$ cat src/design/mrmf_pkg.sv
// Shared types, constants and functions of the Modbus RTU master framer.
// No dependencies; used by mrmf_core, mrmf_outbuf and the top level.

package mrmf_pkg;

    // Input operation codes
    localparam logic [1:0] OP_REQ  = 2'd0;
    localparam logic [1:0] OP_RX   = 2'd1;
    localparam logic [1:0] OP_TICK = 2'd2;

    // Result kinds
    localparam logic [1:0] KIND_TX     = 2'd0;
    localparam logic [1:0] KIND_RX     = 2'd1;
    localparam logic [1:0] KIND_STATUS = 2'd2;

    // Frame status codes
    localparam logic [2:0] ST_OK        = 3'd0;
    localparam logic [2:0] ST_NO_REPLY  = 3'd1;
    localparam logic [2:0] ST_SHORT     = 3'd2;
    localparam logic [2:0] ST_CRC_ERROR = 3'd3;
    localparam logic [2:0] ST_EXCEPTION = 3'd4;

    // Configuration register indexes
    localparam logic REG_TIMEOUT = 1'b0;
    localparam logic REG_GAP     = 1'b1;

    localparam logic [15:0] TIMEOUT_RESET = 16'd1000;
    localparam logic [7:0]  GAP_RESET     = 8'd4;

    localparam logic [15:0] CRC_INIT  = 16'hFFFF;
    localparam logic [15:0] CRC_POLY  = 16'hA001;
    localparam int          EXC_BIT   = 7;
    localparam logic [8:0]  MIN_FRAME = 9'd4;
    localparam logic [15:0] SIL_MAX   = 16'hFFFF;

    typedef enum logic [1:0] {
        PH_IDLE = 2'd0,
        PH_WAIT = 2'd1,
        PH_RECV = 2'd2
    } t_phase;

    typedef struct packed {
        logic [1:0] kind;
        logic [7:0] byte_value;
        logic       end_of_run;
        logic [2:0] status;
        logic [7:0] exception_code;
        logic [8:0] frame_length;
    } t_result;

    // Up to three results raised by one transaction
    typedef struct packed {
        logic [1:0]        count;
        t_result [2:0]     res;
    } t_batch;

    // One byte folded into CRC-16 with the reflected polynomial
    function automatic logic [15:0] crc_byte(input logic [15:0] crc, input logic [7:0] b);
        logic [15:0] c;
        c = crc ^ {8'h00, b};
        for (int i = 0; i < 8; i++) begin
            c = c[0] ? ((c >> 1) ^ CRC_POLY) : (c >> 1);
        end
        return c;
    endfunction

    function automatic t_result byte_result(input logic [1:0] kind, input logic [7:0] b,
                                            input logic eor);
        t_result r;
        r = '0;
        r.kind       = kind;
        r.byte_value = b;
        r.end_of_run = eor;
        return r;
    endfunction

    // Closing status of a reply frame; always the final result of its transaction
    function automatic t_result close_result(input logic [8:0] cnt, input logic [15:0] crc,
                                             input logic [7:0] fn, input logic [7:0] third);
        t_result r;
        r = '0;
        r.kind         = KIND_STATUS;
        r.end_of_run   = 1'b1;
        r.frame_length = cnt;
        if (cnt == 9'd0) begin
            r.status = ST_NO_REPLY;
        end else if (cnt < MIN_FRAME) begin
            r.status = ST_SHORT;
        end else if (crc != 16'd0) begin
            r.status = ST_CRC_ERROR;
        end else if (fn[EXC_BIT]) begin
            r.status         = ST_EXCEPTION;
            r.exception_code = third;
        end else begin
            r.status = ST_OK;
        end
        return r;
    endfunction

endpackage

$ cat src/design/mrmf_core.sv
// Framing state and per-transaction result builder of the Modbus RTU master framer.
// Depends on mrmf_pkg.

module mrmf_core #(
    parameter int MAX_FRAME = 256
) (
    input  logic                 i_clk,
    input  logic                 i_rst_n,
    input  logic                 i_accept,
    input  logic [1:0]           i_op,
    input  logic [7:0]           i_data_byte,
    input  logic                 i_last_request_byte,
    input  logic [15:0]          i_reply_timeout_ticks,
    input  logic [7:0]           i_gap_ticks,
    output mrmf_pkg::t_batch     o_batch
);

    localparam logic [8:0] MAX_COUNT = 9'(MAX_FRAME);

    mrmf_pkg::t_phase r_phase, n_phase;
    logic [15:0] r_crc, n_crc;
    logic [8:0]  r_count, n_count;
    logic [15:0] r_sil, n_sil;
    logic [7:0]  r_fn, n_fn;
    logic [7:0]  r_third, n_third;

    logic [15:0] crc_nxt;
    logic [8:0]  cnt_nxt;
    logic [15:0] sil_nxt;
    logic [15:0] limit;
    logic [7:0]  fn_nxt;
    logic [7:0]  third_nxt;
    mrmf_pkg::t_batch batch;

    assign crc_nxt   = mrmf_pkg::crc_byte(r_crc, i_data_byte);
    assign cnt_nxt   = r_count + 9'd1;
    assign sil_nxt   = (r_sil == mrmf_pkg::SIL_MAX) ? r_sil : r_sil + 16'd1;
    assign limit     = (r_phase == mrmf_pkg::PH_WAIT) ? i_reply_timeout_ticks
                                                      : {8'h00, i_gap_ticks};
    assign fn_nxt    = (cnt_nxt == 9'd2) ? i_data_byte : r_fn;
    assign third_nxt = (cnt_nxt == 9'd3) ? i_data_byte : r_third;

    always_comb begin
        n_phase = r_phase;
        n_crc   = r_crc;
        n_count = r_count;
        n_sil   = r_sil;
        n_fn    = r_fn;
        n_third = r_third;
        batch   = '0;
        unique case (i_op)
            mrmf_pkg::OP_REQ: begin
                if (r_phase == mrmf_pkg::PH_IDLE) begin
                    n_crc        = crc_nxt;
                    batch.count  = 2'd1;
                    batch.res[0] = mrmf_pkg::byte_result(mrmf_pkg::KIND_TX, i_data_byte,
                                                         !i_last_request_byte);
                    if (i_last_request_byte) begin
                        batch.count  = 2'd3;
                        batch.res[1] = mrmf_pkg::byte_result(mrmf_pkg::KIND_TX,
                                                             crc_nxt[7:0], 1'b0);
                        batch.res[2] = mrmf_pkg::byte_result(mrmf_pkg::KIND_TX,
                                                             crc_nxt[15:8], 1'b1);
                        n_phase = mrmf_pkg::PH_WAIT;
                        n_crc   = mrmf_pkg::CRC_INIT;
                        n_count = '0;
                        n_sil   = '0;
                        n_fn    = '0;
                        n_third = '0;
                    end
                end
            end
            mrmf_pkg::OP_RX: begin
                if (r_phase != mrmf_pkg::PH_IDLE) begin
                    n_crc        = crc_nxt;
                    n_count      = cnt_nxt;
                    n_fn         = fn_nxt;
                    n_third      = third_nxt;
                    n_sil        = '0;
                    n_phase      = mrmf_pkg::PH_RECV;
                    batch.count  = 2'd1;
                    batch.res[0] = mrmf_pkg::byte_result(mrmf_pkg::KIND_RX, i_data_byte,
                                                         cnt_nxt < MAX_COUNT);
                    if (cnt_nxt >= MAX_COUNT) begin
                        // Frame full: status follows the echoed byte at once
                        batch.count  = 2'd2;
                        batch.res[1] = mrmf_pkg::close_result(cnt_nxt, crc_nxt,
                                                              fn_nxt, third_nxt);
                        n_phase = mrmf_pkg::PH_IDLE;
                        n_crc   = mrmf_pkg::CRC_INIT;
                        n_count = '0;
                        n_fn    = '0;
                        n_third = '0;
                    end
                end
            end
            mrmf_pkg::OP_TICK: begin
                if (r_phase != mrmf_pkg::PH_IDLE) begin
                    n_sil = sil_nxt;
                    if (sil_nxt >= limit) begin
                        batch.count  = 2'd1;
                        batch.res[0] = mrmf_pkg::close_result(r_count, r_crc, r_fn, r_third);
                        n_phase = mrmf_pkg::PH_IDLE;
                        n_crc   = mrmf_pkg::CRC_INIT;
                        n_count = '0;
                        n_sil   = '0;
                        n_fn    = '0;
                        n_third = '0;
                    end
                end
            end
            default: begin
            end
        endcase
    end

    assign o_batch = batch;

    always_ff @(posedge i_clk) begin
        if (!i_rst_n) begin
            r_phase <= mrmf_pkg::PH_IDLE;
            r_crc   <= mrmf_pkg::CRC_INIT;
            r_count <= '0;
            r_sil   <= '0;
            r_fn    <= '0;
            r_third <= '0;
        end else if (i_accept) begin
            r_phase <= n_phase;
            r_crc   <= n_crc;
            r_count <= n_count;
            r_sil   <= n_sil;
            r_fn    <= n_fn;
            r_third <= n_third;
        end
    end

endmodule

$ cat src/design/mrmf_outbuf.sv
// Result register of the Modbus RTU master framer: holds up to three results of one
// transaction and hands them out one per cycle unless stalled. Depends on mrmf_pkg.

module mrmf_outbuf (
    input  logic                 i_clk,
    input  logic                 i_rst_n,
    input  logic                 i_accept,
    input  mrmf_pkg::t_batch     i_batch,
    input  logic                 i_out_stall,
    output logic                 o_in_stall,
    output logic                 o_out_valid,
    output mrmf_pkg::t_result    o_result
);

    mrmf_pkg::t_result [2:0] r_res;
    logic [1:0] r_cnt;
    logic [1:0] r_idx;
    logic       take;
    logic       last_take;

    assign o_out_valid = (r_idx != r_cnt);
    assign take        = o_out_valid && !i_out_stall;
    assign last_take   = take && (r_idx == r_cnt - 2'd1);
    // A new transaction may enter once the buffer empties in this cycle
    assign o_in_stall  = o_out_valid && !last_take;
    assign o_result    = r_res[r_idx];

    always_ff @(posedge i_clk) begin
        if (i_accept && i_batch.count != 2'd0) begin
            r_res <= i_batch.res;
        end
    end

    always_ff @(posedge i_clk) begin
        if (!i_rst_n) begin
            r_cnt <= '0;
            r_idx <= '0;
        end else if (i_accept && i_batch.count != 2'd0) begin
            r_cnt <= i_batch.count;
            r_idx <= '0;
        end else if (last_take) begin
            r_cnt <= '0;
            r_idx <= '0;
        end else if (take) begin
            r_idx <= r_idx + 2'd1;
        end
    end

endmodule

$ cat src/design/modbus_rtu_master_framer_top.sv
// Top level of the Modbus RTU master framer: APB register file, framing core and
// result register. Depends on mrmf_pkg, mrmf_core and mrmf_outbuf.
//
// Usage. The input channel (i_in_valid / o_in_stall) carries one transaction per
// item: a request byte, a byte received from the line, or a one-millisecond tick.
// The output channel (o_out_valid / i_out_stall) carries results: transmit bytes,
// echoed reply bytes and the closing frame status, with o_end_of_run set on the
// final result of each input transaction.
// The core updates its state and builds all results of an accepted transaction at
// the accepting edge; the first result is presented in the following cycle. With
// the receiver not stalling, throughput is one input transaction per cycle while
// each raises at most one result; the final request byte raises three results and
// a byte that fills the frame raises two, and the result register hands them out
// one per cycle while not stalled, holding the input channel off meanwhile.
// When the receiver stalls, the pending result is held steady and o_in_stall rises
// once the result register is occupied; a new transaction enters in the same cycle
// as the last pending result is taken.
// Reset (synchronous, active low) idles the core with the CRC at 0xFFFF, empties
// the result register and loads the timeout and gap registers with their defaults;
// no clearing pass. The user must write registers only while idle (not enforced).

module modbus_rtu_master_framer_top #(
    parameter int MAX_FRAME = 256
) (
    input  logic        i_clk,
    input  logic        i_rst_n,
    // Input channel
    input  logic        i_in_valid,
    output logic        o_in_stall,
    input  logic [1:0]  i_op,
    input  logic [7:0]  i_data_byte,
    input  logic        i_last_request_byte,
    // Output channel
    output logic        o_out_valid,
    input  logic        i_out_stall,
    output logic [1:0]  o_kind,
    output logic [7:0]  o_byte_value,
    output logic        o_end_of_run,
    output logic [2:0]  o_status,
    output logic [7:0]  o_exception_code,
    output logic [8:0]  o_frame_length,
    // Configuration port
    input  logic        psel,
    input  logic        penable,
    input  logic        pwrite,
    input  logic [2:0]  paddr,
    input  logic [31:0] pwdata,
    output logic [31:0] prdata,
    output logic        pready
);

    logic [15:0] r_reply_timeout_ticks;
    logic [7:0]  r_gap_ticks;
    logic        cfg_write;
    logic        in_accept;
    mrmf_pkg::t_batch  batch;
    mrmf_pkg::t_result result;

    // Register file: the register index is the word address bit
    assign pready    = 1'b1;
    assign cfg_write = psel && penable && pwrite && pready;

    always_ff @(posedge i_clk) begin
        if (!i_rst_n) begin
            r_reply_timeout_ticks <= mrmf_pkg::TIMEOUT_RESET;
            r_gap_ticks           <= mrmf_pkg::GAP_RESET;
        end else if (cfg_write) begin
            unique case (paddr[2])
                mrmf_pkg::REG_TIMEOUT: r_reply_timeout_ticks <= pwdata[15:0];
                mrmf_pkg::REG_GAP:     r_gap_ticks           <= pwdata[7:0];
                default: begin
                end
            endcase
        end
    end

    always_comb begin
        unique case (paddr[2])
            mrmf_pkg::REG_TIMEOUT: prdata = {16'h0000, r_reply_timeout_ticks};
            mrmf_pkg::REG_GAP:     prdata = {24'h000000, r_gap_ticks};
            default:               prdata = '0;
        endcase
    end

    assign in_accept = i_in_valid && !o_in_stall;

    mrmf_core #(
        .MAX_FRAME(MAX_FRAME)
    ) u_core (
        .i_clk                 (i_clk),
        .i_rst_n               (i_rst_n),
        .i_accept              (in_accept),
        .i_op                  (i_op),
        .i_data_byte           (i_data_byte),
        .i_last_request_byte   (i_last_request_byte),
        .i_reply_timeout_ticks (r_reply_timeout_ticks),
        .i_gap_ticks           (r_gap_ticks),
        .o_batch               (batch)
    );

    mrmf_outbuf u_outbuf (
        .i_clk       (i_clk),
        .i_rst_n     (i_rst_n),
        .i_accept    (in_accept),
        .i_batch     (batch),
        .i_out_stall (i_out_stall),
        .o_in_stall  (o_in_stall),
        .o_out_valid (o_out_valid),
        .o_result    (result)
    );

    assign o_kind           = result.kind;
    assign o_byte_value     = result.byte_value;
    assign o_end_of_run     = result.end_of_run;
    assign o_status         = result.status;
    assign o_exception_code = result.exception_code;
    assign o_frame_length   = result.frame_length;

    // A transaction is only taken when no earlier result would be overwritten.
    a_no_overrun: assert property (@(posedge i_clk) disable iff (!i_rst_n)
        in_accept |-> (!o_out_valid || (!i_out_stall && o_end_of_run)))
        else $error("input taken while results still pending");

    // A frame status is always the last result of its transaction.
    a_status_last: assert property (@(posedge i_clk) disable iff (!i_rst_n)
        (o_out_valid && o_kind == mrmf_pkg::KIND_STATUS) |-> o_end_of_run)
        else $error("frame status not marked as final result");

    // A reply frame never reports more bytes than the frame limit.
    a_len_bound: assert property (@(posedge i_clk) disable iff (!i_rst_n)
        o_out_valid |-> (o_frame_length <= 9'(MAX_FRAME)))
        else $error("frame length beyond limit");

    // After a non-final result is taken, another result follows at once.
    a_run_continues: assert property (@(posedge i_clk) disable iff (!i_rst_n)
        (o_out_valid && !i_out_stall && !o_end_of_run) |=> o_out_valid)
        else $error("run of results broken off");

endmodule

$ cat config.mk
export PLATFORM = sky130hd
export DESIGN_NAME = modbus_rtu_master_framer_top
export DESIGN_NICKNAME = d
export VERILOG_FILES = /design/src/design/mrmf_pkg.sv /design/src/design/mrmf_core.sv /design/src/design/mrmf_outbuf.sv /design/src/design/modbus_rtu_master_framer_top.sv
export SDC_FILE = /design/constraint.sdc
export NUM_CORES = 1
export LEC_CHECK = 0
export ABC_AREA = 1
export BUFFER_PORTS_ARGS = -buffer_cell sky130_fd_sc_hd__buf_2
export CAP_MARGIN = 10
export CORE_ASPECT_RATIO = 1.75
export CORE_MARGIN = 3
export CORE_UTILIZATION = 60
export CTS_CLUSTER_DIAMETER = 60
export CTS_CLUSTER_SIZE = 16
export DETAILED_ROUTE_END_ITERATION = 8
export PLACE_DENSITY = 0.84
export SLEW_MARGIN = 20
export SYNTH_ARGS = -nofsm -noshare
export SYNTH_HDL_FRONTEND = slang
export SYNTH_HIERARCHICAL = 1
export SYNTH_SLANG_ARGS = --single-unit
$ cat constraint.sdc
create_clock -name i_clk -period 6.8 [get_ports i_clk]
set_clock_uncertainty 0.15 [all_clocks]
set_input_delay 0.34 -clock i_clk [delete_from_list [all_inputs] [get_ports i_clk]]
set_output_delay 0.34 -clock i_clk [all_outputs]
set_load 0.05 [all_outputs]
==> Word level (Yosys, flattened, before mapping) <==
Cells that the tools add are included.
Widths: inputs -> output; s select.
{ "totals": {"regBits": 173, "input_bits": 53, "output_inout_bits": 66, "elab_cells": 174} }
{ "classes": {"n_addsub": 4, "n_lt_le_gt_ge": 6, "eq_ne": 13, "mux": 83, "n_bitwise": 11, "reduce_logical": 29} }
{ "ops": {"columns": ["op", "count"], "rows": [
  ["$mux 16", 21],
  ["$mux 8", 18],
  ["$mux 31", 4],
  ["$pmux 16 s3", 2],
  ["$mux 95", 1],
  ["$pmux 31 s3", 1],
  ["$mux 64", 1],
  ["$pmux 32 s2", 1],
  ["$bmux 31 s2", 1],
  ["$mux 62", 1],
  ["$pmux 31 s2", 1],
  ["$mux 9", 6],
  ["$pmux 8 s3", 2],
  ["$reduce_bool 16->1", 2],
  ["$pmux 9 s3", 1],
  ["$mux 3", 8],
  ["$not 2->3", 8],
  ["$mux 2", 11],
  ["$eq 9x2->1 const B", 2],
  ["$logic_not 9->1", 2],
  ["$lt 9x3->1 const B", 2],
  ["$add 16x1->16 const B", 1],
  ["$eq 16x16->1 const B", 1],
  ["$ge 16x16->1", 1],
  ["26 further kinds", 47]
]} }

==> Depth between registers and ports, before layout <==
{ "logic_depth": {"word_depth": 24, "mapped_depth": 25, "depth_no_buf": 25} }

==> By module <==
Netlist, hierarchy kept.
{ "by_module_without_submodules": {"columns": ["module", "instances", "cells_each", "area_per_inst_um2", "seq_area_each_um2"], "rows": [
  ["mrmf_core", 1, 798, 4848.4, 1041.0],
  ["mrmf_outbuf", 1, 275, 3758.6, 2872.8],
  ["modbus_rtu_master_framer_top", 1, 205, 1347.5, 480.5]
]} }

==> Least setup slack after synthesis <==
OpenSTA, ideal clock, no wires.
{ "synth_timing": {"path_kind": "reg2reg", "startpoint": "register u_core.r_phase[0]", "endpoint": "register u_outbuf.r_idx[1]", "setup_ns": 0.117, "arrival_ns": 4.893, "t_required_ns": 6.533, "path_slack_ns": 1.640, "stages_incl_launch_ff": 22, "n_path_buf": 1, "period_less_slack_ns": 5.160, "path_cell_list": "dfxtp_1 inv_1 nor2_1 clkbuf_1 mux2i_1 ha_1 nand2_1 nor2_1 nand2_1 nor2_1 nor2_1 nand2_1 nand2_1 nand2_1 nand3_1 nand3_1 nand2_1 inv_1 o21a_1 nor2_1 nand2_1 nor2_1"} }
{ "synth_lines": {"columns": ["element", "line_no", "source"], "rows": [
  ["from (decl)", "mrmf_core.sv:20", "mrmf_pkg::t_phase r_phase, n_phase;"],
  ["from (signal assigned)", "mrmf_core.sv:121", "r_phase <= mrmf_pkg::PH_IDLE;"],
  ["from (signal assigned)", "mrmf_core.sv:128", "r_phase <= n_phase;"],
  ["to (signal assigned)", "mrmf_outbuf.sv:45", "r_idx <= r_idx + 2'd1;"],
  ["to (decl)", "mrmf_outbuf.sv:17", "logic [1:0] r_idx;"]
]} }

==> results.md <==
Run status:
- The run finished with clean final reports.

Worst setup path:
- The arrival time of data at the critical path endpoint is 4.55 ns.
- The critical path in this run is classified as flip-flop to flip-flop.
- The type of destination of the critical path is a flip-flop.
- The required time of the critical path is 6.72 ns.
- The highest net fanout along the worst path is 54.
- The worst setup path is launched from a flip-flop.

Pwr:
- Across the VDD grid, the largest voltage drop is 0.153 mV.
- The cell leakage power is 4.76 nW.
- Per report_power, the sequential group accounts for approximately 43% of the total.
- Overall power consumption after layout is estimated at 0.00275 W.
- The switching part of the total is roughly a third.
- Of the total power, combinational logic draws slightly above 20%.
- The internal power of the cells totals 0.00183 W.
- Per report_power, the clock group accounts for between 30% and 40% of the total.
- The net switching power of the design is 0.000920 W.
- For this design the ratio of total power to cell area is 253 nW/um^2.

Timing:
- The final critical path time including I/O delays and setup is 4.63 ns.
- Setup repair after global routing left no endpoint under its margin.
- Setup violations remaining at the end of the flow were counted as 0.
- For the pin with the worst max-slew slack, the measured transition is between 1 and 1.5 ns.
- The highest clock rate is 216 MHz.
- The normalized max-slew margin is 28.5%.
- The number of slew-limit violations in the final report is 0.
- The total negative slack for setup checks is 0 ns.
- The final critical path takes up 68.1% of the cycle.
- The final number of hold-violating endpoints is 0.
- After layout, the worst setup slack is 2.17 ns.

Global route:
- The most used routing layer in global routing is met2.
- The met1 routing resource usage after global routing is between 20% and 30%.
- Entering global routing, the biggest net connects 65 pins.
- The met3 track utilization from global routing is 5.06%.
- For this run, global-route usage on met2 was measured as 46.1%.
- The via count of the first global-routing pass is 8,191.
- The initial antenna violation count came to 2.
- The residual overflow from global routing is 0.
- The total routing usage reported by global routing is 25.6%.
- The global-route wire length before repair is around 37 mm.

Clocking:
- Clock-pin slew was measured on the worst setup and hold paths at 0.07 ns.
- Once the clock tree was built, the setup fixing pass inserted 0 buffers.
- The depth of the CTS H-tree is 4.
- TritonCTS built the clock tree.
- In this run the deepest clock path goes through 2 buffers.
- In this run the clock root is driven by a sky130_fd_sc_hd__clkbuf_16.
- The number of gates resized after CTS was 0.
- For this design, the sink count on the clock tree is 173.
- The clock network latency to the later pin of the worst-skew pair is approximately 0.43 ns.
- TritonCTS created 17 clock buffers.
- The total of hold buffers inserted after clock tree synthesis is 7.

Place:
- The count of buffers added on input and output ports is 83.
- OpenSTA, run right after detailed placement, puts the worst setup slack at 2.25 ns.
- The post-DP HPWL is between 15 and 20 mm.
- After detailed placement, the design holds a cell count of 1,528.
- The last weighted congestion value of the routability-driven placer is 0.981.

Finish:
- 0 antenna diodes ended up in the layout.
- Compared with the post-synthesis result, the final layout area differs by 9.40%.
- Summing all multi-input logic gate instances after layout gives 4610 sq um.
- Leaving out fill and tap cells, the most frequent cell in the layout is sky130_fd_sc_hd__nand2_1.
- The fraction of layout instances using a drive strength above 1 is 14.3%.
- For this run, the share of the core covered by cells in the final layout is between 60% and 70%.
- The count of filler cells inserted in the layout is 1,279.
- The count of nets after finishing is 1,413.
- The top cell types in the final layout, fill and taps aside, are sky130_fd_sc_hd__nand2_1, sky130_fd_sc_hd__nor2_1, sky130_fd_sc_hd__inv_1, sky130_fd_sc_hd__nand3_1, sky130_fd_sc_hd__edfxtp_1.
- After the flow finishes, the layout carries non-filler instances totaling 1,567.
- Summing all flip-flop and latch instances after layout gives approximately 4400 sq um.

Synth:
- The number of enable flip-flop cells after synthesis is 93.
- In the post-synthesis netlist, the biggest area contributors are sky130_fd_sc_hd__edfxtp_1, sky130_fd_sc_hd__dfxtp_1, sky130_fd_sc_hd__nand2_1, sky130_fd_sc_hd__nor2_1, sky130_fd_sc_hd__nand3_1.
- After synthesis, the share of flip-flops with an asynchronous set or reset is 0%.
- Of the synthesized area, sequential elements account for ~44%.
- In this run the mean area of a mapped cell was 7.79 sq um.
- The cell accounting for the most synthesized area is sky130_fd_sc_hd__edfxtp_1.
- The multiplexer fraction of the synthesized cell area is less than 1%.
- The main combinational cell family by area after synthesis is simple AND/OR/NAND/NOR gates.
- The most used flip-flop cell after synthesis is sky130_fd_sc_hd__edfxtp_1.
- The synthesized netlist devotes 8.31% of its cell area to compound gates.
- The area share of xor/xnor cells in the synthesized design is 2.53%.
- The fraction of the mapped netlist area in simple logic gates is 29.8%.
- The synthesized instance count is 1,278.
- The synthesized design contains 173 register bits.
- The adder and majority gate portion of the synthesized area is 3.27%.
- The number of warnings printed during yosys synthesis is 6.
- Of the post-synthesis cell area, the dominant cell type holds ~28%.
- After synthesis the cells add up to 9950 sq um.
- The count of unique library cells instantiated by Yosys is 49.

Floorplan:
- The die is 176 microns tall.
- The effective utilization at floorplan is between 60% and 70%.
- The floorplan step set the die width to 103 microns.
- The total number of placement rows is 61.
- The placeable core area is 16,100 sq um.
- The number of ports placed on the die boundary is around 120.
- The die covers roughly 18,000 sq um.

Detailed routing:
- Using the TritonRoute via totals, the vias-per-cell ratio works out to around 5.4.
- The detail-routed net length per standard cell is 14.7 microns.
- The count of nets left with antenna violations once routing finished came out at 0.
- Before antenna repair, the detailed router went through 5 iterations.
- After detailed routing, the total wire length is 23.0 mm.
- The violation count after the first detailed-routing iteration is between 500 and 600.
- The remaining design rule violation count is 0.
- The vias after detailed routing is 8,440.

Flow run:
- The count of max-cap constraint violations is 0.

Hold path:
- The type of the worst min-delay path is input pin to flip-flop.
worst max-delay path, cell delays in order (launching register included):
cell and delay, ns:
sky130_fd_sc_hd__dfxtp_1 0.38, sky130_fd_sc_hd__ha_1 0.22, sky130_fd_sc_hd__nand2_1 0.08, sky130_fd_sc_hd__nor2_1 0.18, sky130_fd_sc_hd__nand2_1 0.16, sky130_fd_sc_hd__nor2_1 0.23
sky130_fd_sc_hd__inv_1 0.24, sky130_fd_sc_hd__nor2_1 0.15, sky130_fd_sc_hd__nor2_1 0.07, sky130_fd_sc_hd__ha_1 0.29, sky130_fd_sc_hd__inv_1 0.04, sky130_fd_sc_hd__o21bai_1 0.14
sky130_fd_sc_hd__nand2_1 0.06, sky130_fd_sc_hd__nand2_1 0.05, sky130_fd_sc_hd__nand2_1 0.05, sky130_fd_sc_hd__nand2_1 0.08, sky130_fd_sc_hd__nand2_1 0.09, sky130_fd_sc_hd__nand2_1 0.10
sky130_fd_sc_hd__nand3_1 0.10, sky130_fd_sc_hd__nand3_1 0.09, sky130_fd_sc_hd__nand2_1 0.05, sky130_fd_sc_hd__inv_1 0.11, sky130_fd_sc_hd__o21a_4 0.61, sky130_fd_sc_hd__buf_4 0.55
registers in the layout (all words and copies together) (netlist names), 8 cells and up:
signal,cells
u_outbuf/r_res,93
r_reply_timeout_ticks,16
u_core/r_crc,16
u_core/r_sil,16
u_core/r_count,9
r_gap_ticks,8
u_core/r_third,8
per-layer routing:
layer	part of all wire [%]	routed length (microns)	up-vias
li1	-	-	4186
met1	36	8200	3819
met2	54	12300	361
met3	5.8	1340	70
met4	4.8	1090	4
met5	0.091	21	-
cell families (layout without fill, tap and decap cells):
family                   count (synthesis)  in the layout
AO/OA/AOI/OAI                          162            162
XOR/XNOR                                27             27
adder cells (fa/ha/maj)                 26             26
buffers and inverters                  220            252
flip-flops                             173            173
multiplexers                             8              8
other                                    3             40
AND/OR/NAND/NOR                        659            659
synth_stat cells, types with 3 or more instances:
master / n
sky130_fd_sc_hd__mux2i_1: 7
sky130_fd_sc_hd__clkbuf_1: 23
sky130_fd_sc_hd__nor2_1: 170
sky130_fd_sc_hd__nand3_1: 101
sky130_fd_sc_hd__buf_2: 17
sky130_fd_sc_hd__clkinv_1: 3
sky130_fd_sc_hd__a21oi_1: 68
sky130_fd_sc_hd__buf_4: 44
sky130_fd_sc_hd__ha_1: 26
sky130_fd_sc_hd__nor4_1: 4
sky130_fd_sc_hd__nor2_8: 3
sky130_fd_sc_hd__nand4_1: 16
sky130_fd_sc_hd__nor2_4: 6
sky130_fd_sc_hd__nand2_2: 13
sky130_fd_sc_hd__inv_1: 102
sky130_fd_sc_hd__inv_2: 18
sky130_fd_sc_hd__nor2_2: 9
sky130_fd_sc_hd__conb_1: 3
sky130_fd_sc_hd__buf_6: 9
sky130_fd_sc_hd__o21ai_1: 33
sky130_fd_sc_hd__dfxtp_1: 80
sky130_fd_sc_hd__nand3_2: 3
sky130_fd_sc_hd__nor3_1: 11
sky130_fd_sc_hd__nand2_1: 307
sky130_fd_sc_hd__xor2_1: 15
sky130_fd_sc_hd__xnor2_1: 10
sky130_fd_sc_hd__nand2_4: 5
sky130_fd_sc_hd__o21ai_0: 54
sky130_fd_sc_hd__edfxtp_1: 93
power by group through the flow:
stage / clock [W] / sequential [W] / combinational, W
floorplan: 0 / 0.00121 / 0.000459
global placement: 0 / 0.00121 / 0.000540
detailed placement: 0 / 0.00121 / 0.000549
CTS: 0.00100 / 0.00119 / 0.000560
global route: 0.00104 / 0.00120 / 0.000615
finish: 0.000996 / 0.00119 / 0.000567
metrics by stage:
stage | hold slack, ns | area (sq um)
2_1_floorplan | 0.301 | 10100
3_3_place_gp | 0.313 | 10200
3_5_place_dp | 0.320 | 10200
4_1_cts | 0.0683 | 10900
5_1_grt | 0.0933 | 10900
6_report | 0.0735 | 10900
final timing paths:
check,from,to,slack [ns],depth (start not counted)
min reg2reg,r_reply_timeout_ticks[7],r_reply_timeout_ticks[7],0.33,2
max,u_core/r_sil[0],u_outbuf/r_res[45],2.17,23
max reg2reg,u_core/r_sil[0],u_outbuf/r_res[45],2.17,23
min,pwdata[10],r_reply_timeout_ticks[10],0.07,5
final cells by class:
cell class                      count  share of cell area [%]
Clock inverter                     15                    1.72
Multi-Input combinational cell    922                    42.3
Inverter                          125                    4.38
Timing Repair Buffer               95                    4.80
Sequential cell                   173                    40.3
Tap cell                          220                    2.53
Clock buffer                       17                    3.91
Power figures use the tool's default switching activity.
